$ cat src/hw/rtl/gtq_ram.sv
// Generic single-port-write, single-read RAM with registered read data.
`timescale 1ns / 1ps
module gtq_ram #(
    parameter int WIDTH = 8,
    parameter int DEPTH = 16
) (
    input  logic                     aclk,
    input  logic                     we,
    input  logic [$clog2(DEPTH)-1:0] waddr,
    input  logic [WIDTH-1:0]         wdata,
    input  logic [$clog2(DEPTH)-1:0] raddr,
    output logic [WIDTH-1:0]         rdata
);
    logic [WIDTH-1:0] mem [DEPTH];
    always_ff @(posedge aclk) begin
        if (we) begin
            mem[waddr] <= wdata;
        end
        rdata <= mem[raddr];
    end
endmodule

$ cat config.mk
export PLATFORM = sky130hd
export DESIGN_NAME = gtq_ram
export DESIGN_NICKNAME = d
export VERILOG_FILES = /design/src/hw/rtl/gtq_ram.sv
export SDC_FILE = /design/constraint.sdc
export NUM_CORES = 1
export LEC_CHECK = 0
export BUFFER_PORTS_ARGS = -buffer_cell sky130_fd_sc_hd__clkbuf_2
export CAP_MARGIN = 20
export CORE_MARGIN = 2
export CORE_UTILIZATION = 60
export CTS_CLUSTER_SIZE = 25
export DETAILED_ROUTE_END_ITERATION = 6
export HOLD_SLACK_MARGIN = 0.06
export PLACE_DENSITY_LB_ADDON = 0.25
export SETUP_SLACK_MARGIN = 0.2
export SYNTH_ARGS = -nofsm -noshare
export SYNTH_HDL_FRONTEND = slang
export SYNTH_SLANG_ARGS = --single-unit
$ cat constraint.sdc
create_clock -name aclk -period 2.3 [get_ports aclk]
set_input_delay 0.23 -clock aclk [delete_from_list [all_inputs] [get_ports aclk]]
set_output_delay 0.23 -clock aclk [all_outputs]
set_load 0.01 [all_outputs]
==> metrics.txt, run 1 <==
outcome finished, final reports clean; Synth Warn # 0; Core ar. between 8000 and 9000 sq um; slew at the pin closest to its max-slew limit between 600 and 700 ps; clk root buf clkbuf_8; I/O pins 26; Critical R2R Capture rdata[6]; Synth area leader edfxtp_1; clk_skew approximately 8 ps; fin crit share between 50 and 60%; Peak supply drop between 600 and 700 uV; Avg Vias per Cell around 6.1; Ant. Diodes 0; DP HPWL roughly 5.9 mm; IO buf count 25; Syn Std Cell Area around 5100 sq um; clock-pin slew on the worst setup and hold paths roughly 60 ps; HP Class in -> reg; register area share after synthesis 77.78%; Sw Ratio 19.41%; Synth top area share ~75%; Cell Rows 33; worst hold path stage count 1; GRT Total Usage ~22%; fmax between 0.7 and 0.8 GHz; synthesized area per cell between 20 and 25 sq um; Final Hold Fails 0; Post-CTS Hold Fix Bufs 0; via count between 2000 and 2500; total chip power roughly 5800 uW; TritonCTS buffer count 17; Avg WL per Cell roughly 24 microns; post-CTS setup buffers 0; Reg2Reg Setup Slack 940 ps; worst path required time between 2000 and 3000 ps; Logic pwr share under 10%; CP top delay family multiplexers; Leak Pwr roughly 0.0021 uW; global-route wire length before repair 14.97 mm; initial antenna violation count 0; max-slew violation count 0; drt drc 0; Finish-stage setup viols 0; vias in the first global route 2531; Cell variety after synth 19; slowest stage delay, CP about 480 ps; Slowest cell on crit path mux4_2; Die Height slightly below 100 microns; final net count ~300; Hold Startpoint wdata[4]; Power Density between 900 and 1000 nW/um^2; share of post-route cells with drive strength above 1 approximately a third; synth top area cells edfxtp_1, mux4_2, mux4_1; Crit path depth 3; Iter 0 DRT Violations 292; MaxCap Viol Count 0; Worst Hold End mem[7][4]; CP Max Fanout 1; CP startpoint kind register; starting density of the core between 60 and 70%; synthesis-to-layout area growth 18.35%; htree depth 4; unrepaired setup endpoints after global routing false; total wire length roughly 9.8 mm; DIE WIDTH around 97 microns; Worst setup EP type register; crit-path cells mux4_2 -> a22oi_1 -> nand2_1; die area 9336 sq um; Sequential Power Share 48.2%; CTS tree done; reg2reg start mem[3][6]; DR pass1 iterations 4; Slew HR 59.83%; post-CTS sizing 0; clock latency on the worst-skew pair roughly 500 ps; gr ovfl total 0; final antenna-violating net count 0; worst path bufs/invs 0; CTS Buffer Depth 2; switching power total around 1100 uW; Post-Syn Instances between 200 and 250; placer congestion estimate around 0.8; CP arrival about 1800 ps; setup_tns 0 ps; Net Count, Synth 247; Tmin final about 1400 ps; #FFs+latches synth 136; worst r2r path cells 3; clock share of power 47.4%; type of the worst setup path reg -> reg; TritonCTS Sinks roughly 140; largest net degree at the start of global routing 33; internal power 4670 uW
[cell usage after synthesis]
cell type / number
nor2b_1: 1
buf_2: 3
dfxtp_1: 8
nand2_1: 9
edfxtp_1: 128
buf_4: 1
mux4_2: 18
nand3b_1: 2
and2_1: 1
buf_6: 3
a22oi_1: 16
nand2b_1: 2
nor2_1: 13
nand3_1: 1
and2b_1: 1
clkdlybuf4s25_2: 3
or3b_2: 1
nor3_1: 4
mux4_1: 14
[worst max path at each step]
stage | start | to | slack [ps]
2_1_floorplan | waddr[2] | mem[0][0] | 580
3_3_place_gp | raddr[0] | rdata[1] | 610
3_5_place_dp | raddr[0] | rdata[1] | 610
4_1_cts | mem[8][1] | rdata[1] | 930
5_1_grt | mem[8][1] | rdata[1] | 860
6_report | mem[3][6] | rdata[6] | 940
[power by group through the flow]
stage / Sequential [uW] / Combinational, uW / Clock, uW
after global placement: 2840 / 248 / 0
after CTS: 2790 / 259 / 2790
after global routing: 2790 / 279 / 2890
after detailed placement: 2840 / 255 / 0
after floorplan: 2840 / 141 / 0
final: 2790 / 256 / 2750
[cell families (layout without fill, tap and decap cells)]
group,Yosys count,after routing,share of synthesized area (%)
mux,32,32,15.02
buf+inv,10,77,1.677
simple gates,35,35,3.184
compound gates,16,16,2.334
flops,136,136,77.78
[worst reg2reg max path, delay by kind of cell (launching register included)]
family             cells  cell delay [ps]
and+or+nand+nor        1               80
DFF                    1              380
AOI/OAI and AO/OA      1              310
muxes                  1              480
[through the flow]
| stage | hold WS [ps] | instance area [sq um] | util (%) | setup slack [ps] | cells |
|---|---|---|---|---|---|
| 2_1_floorplan | 328.9 | 5147 | - | 577.1 | 229 |
| 3_3_place_gp | 618.0 | 5480 | 66.36 | 605.9 | 369 |
| 3_5_place_dp | 621.4 | 5480 | 66.36 | 607.8 | 369 |
| 4_1_cts | 130.6 | 6092 | 73.77 | 930.2 | 401 |
| 5_1_grt | 146.5 | 6092 | 73.77 | 860.5 | 401 |
| 6_report | 137.0 | 6092 | 73.77 | 938.1 | 401 |
[registers in the layout, summed over array words and instances, names as in the netlist]
signal  flops
mem       128
rdata       8
[placed cells by master (no fill, tap or decap), drive strengths merged]
cell type / Yosys / final
nor2: 13 / 13
buf: 7 / 20
edfxtp: 128 / 128
clkinvlp: 0 / 2
mux4: 32 / 32
nand2b: 2 / 2
clkinv: 0 / 5
and2b: 1 / 1
dfxtp: 8 / 8
inv: 0 / 1
bufinv: 0 / 4
and2: 1 / 1
clkbuf: 0 / 45
nor3: 4 / 4
nand3b: 2 / 2
nor2b: 1 / 1
or3b: 1 / 1
a22oi: 16 / 16
nand3: 1 / 1
nand2: 9 / 9
[routing by layer]
layer  GRT usage, %  part of all wire (%)  up-vias
li1               -                     -     1085
met5              0                     0        -
met1          31.11                    44     1271
met2          35.15                    50       98
met3          6.142                   5.3        4
met4          7.801                  0.84        0
[final cells by class]
| cell class | count | area [sq um] |
|---|---|---|
| Multi-Input combinational cell | 83 | 1057 |
| Fill cell | 478 | 2166 |
| Clock buffer | 20 | 435.4 |
| Clock inverter | 12 | 176.4 |
| Sequential cell | 136 | 4004 |
| Tap cell | 105 | 131.4 |
| Timing Repair Buffer | 45 | 287.8 |
No activity file was read; power rests on OpenSTA's default activity.
==> run 2, diff against run 1 <==
Clock period 2.3 ns to 1.3 ns, I/O delays scaled along.
==> metrics.txt, run 2 (synthesis results as in run 1) <==
outcome complete, but fails checks (was finished, final reports clean); failing checks negative setup slack; CP arrival 1740 ps (was 1750 ps); Power Density 1653 nW/um^2 (was 951.1 nW/um^2); Ant. Diodes 0 (unchanged); IO buf count 25 (unchanged); share of post-route cells with drive strength above 1 44.23% (was 31.76%); total wire length 10.43 mm (was 9.762 mm); Die Height 96.63 microns (unchanged); drt drc 0 (unchanged); switching power total 2091 uW (was 1124 uW); htree depth 4 (unchanged); Largest regs mem (128), rdata (8) (unchanged); via count 2570 (was 2458); Largest Register mem (unchanged); Critical path origin mem[1][4] (was mem[3][6]); Final Hold Fails 0 (unchanged); DIE WIDTH 96.63 microns (unchanged); placer congestion estimate 0.8378 (was 0.7858); TritonCTS Sinks 136 (unchanged); register area 4009 sq um (was 4004 sq um); starting density of the core 62.33% (unchanged); Sequential Power Share 46.9% (was 48.2%); fin crit share 102.9% (was 59.21%); type of the worst setup path reg -> reg (unchanged); Multi-input gate area 1096 sq um (was 1057 sq um); CTS Buffer Depth 2 (unchanged); max-slew violation count 0 (unchanged); commonest non-fill, non-tap cell in the layout edfxtp_1 (unchanged); gr ovfl total 0 (unchanged); clk root buf clkbuf_8 (unchanged); Worst setup EP type register (unchanged); Cell Rows 33 (unchanged); die area 9336 sq um (unchanged); TritonCTS buffer count 17 (unchanged); HP Class in -> reg (unchanged); reg2reg start mem[1][4] (was mem[3][6]); Logic pwr share 5.5% (was 4.4%); global-route wire length before repair 15.98 mm (was 14.97 mm); largest net degree at the start of global routing 17 (was 33); DP HPWL 6.293 mm (was 5.886 mm); post-CTS setup buffers 0 (unchanged); final net count 317 (was 301); Reg2Reg Setup Slack -40 ps (was 940 ps); Finish-stage setup viols 2 (was 0); vias in the first global route 2719 (was 2531); internal power 8447 uW (was 4670 uW); final core utilization 77.21% (was 73.77%); Peak supply drop 951.1 uV (was 689.3 uV); GRT Total Usage 24.15% (was 22.43%); clock share of power 47.6% (was 47.4%); fmax 0.7473 GHz (was 0.7342 GHz); commonest cells after routing, fill and taps aside edfxtp_1, mux4_2, buf_4, clkbuf_2, clkbuf_16 (was edfxtp_1, clkbuf_2, buf_4, mux4_2); setup ws final -38.15 ps (was 938.1 ps); DP Area 5620 sq um (was 5480 sq um); CP startpoint kind register (unchanged); worst path required time 1700 ps (was 2690 ps); worst r2r path cells 3 (unchanged); clk_skew 5.250 ps (was 7.775 ps); initial antenna violation count 0 (unchanged); fillers 438 (was 478); clock latency on the worst-skew pair 520 ps (was 500 ps); total chip power 10540 uW (was 5794 uW); design area 6376 sq um (was 6092 sq um); clock-pin slew on the worst setup and hold paths 60 ps (about the same); MaxCap Viol Count 0 (unchanged); Leak Pwr 0.002165 uW (was 0.002104 uW); final antenna-violating net count 0 (unchanged); max reg flops 128 (unchanged); Avg WL per Cell 25.01 microns (was 24.34 microns); I/O pins 26 (unchanged); slew at the pin closest to its max-slew limit 857.0 ps (was 600.3 ps); Core ar. 8258 sq um (unchanged); Cell Count, Final, Fillers Out 417 (was 401); CTS tree done (unchanged); Slew HR 42.75% (was 59.83%); synthesis-to-layout area growth 23.87% (was 18.35%); unrepaired setup endpoints after global routing true (was false); CP Max Fanout 1 (unchanged); Critical R2R Capture rdata[4] (was rdata[6]); Tmin final 1338 ps (was 1362 ps); Iter 0 DRT Violations 342 (was 292); DR pass1 iterations 5 (was 4); worst setup path endpoint rdata[4] (was rdata[6]); placed cells 379 (was 369); Avg Vias per Cell 6.163 (was 6.130); Sw Ratio 19.85% (was 19.41%)
==> run 2: cell types whose count changed in the layout (fill, tap and decap cells not counted), moves of 5 or more <==
| cell | before | now |
|---|---|---|
| a22oi_1 | 16 | 8 |
| dlygate4sd3_1 | 0 | 6 |
| mux4_1 | 14 | 0 |
| clkbuf_2 | 25 | 17 |
| buf_12 | 1 | 6 |
| a22oi_2 | 0 | 8 |
| mux4_2 | 18 | 32 |
| buf_4 | 19 | 24 |
==> run 2: through the flow <==
| step | TNS [ps] | hold WS, ps | setup WS, ps |
|---|---|---|---|
| after global routing | -133.8 | 71.84 | -49.22 |
| after floorplan | 0 | 228.9 | 36.88 |
| after detailed placement | -2741 | 519.8 | -310.4 |
| after CTS | -19.94 | 66.55 | -14.30 |
| after global placement | -2048 | 519.9 | -309.9 |
| final | -54.02 | 72.38 | -38.15 |
==> run 2: what timing repair did <==
item / 4_1_cts / 5_1_grt
pin swaps: 3 / 1
endpoints found under the setup margin: 13 / 16
hold endpoints to repair: 68 / 0
resized for setup: 10 / 15
hold buffers: 6 / 0
==> run 2: how the worst min path moves through the flow <==
stage / from / endpoint / slack, ps / cells after the start
final: wdata[1] / mem[12][1] / 70 / 1
after global routing: wdata[1] / mem[14][1] / 70 / 1
after CTS: wdata[1] / mem[12][1] / 70 / 1
after detailed placement: rdata[5] / rdata[5] / 520 / 1
after global placement: rdata[5] / rdata[5] / 520 / 1
after floorplan: wdata[0] / mem[0][0] / 230 / 0
==> run 2: worst max-delay path, stage by stage, from the launching register on <==
cell and delay, ps:
edfxtp_1 420, mux4_2 490, a22oi_2 240, nand2_1 80
==> run 2: final cells by class <==
type / count / share of cell area [%]
sequential: 136 / 62.87
tap: 105 / 2.060
clock buffer: 21 / 7.202
timing repair buffer: 61 / 8.006
multi-input combinational: 83 / 17.19
clock inverter: 11 / 2.669
==> run 2: power by group through the flow <==
stage | Clock [uW] | Sequential [uW] | Combinational (uW)
global placement | 0 | 5020 | 510
detailed placement | 0 | 5020 | 520
global route | 5240 | 4950 | 612
floorplan | 0 | 5030 | 279
finish | 5020 | 4940 | 575
CTS | 5040 | 4940 | 560
==> run 2: layer usage <==
| metal | share of wire, % | global-route usage (%) | vias to the layer above |
|---|---|---|---|
| met5 | 0 | 0 | - |
| met1 | 39 | 31.32 | 1322 |
| met4 | 2.0 | 9.751 | 0 |
| met3 | 7.5 | 6.431 | 15 |
| li1 | - | - | 1099 |
| met2 | 51 | 39.48 | 134 |
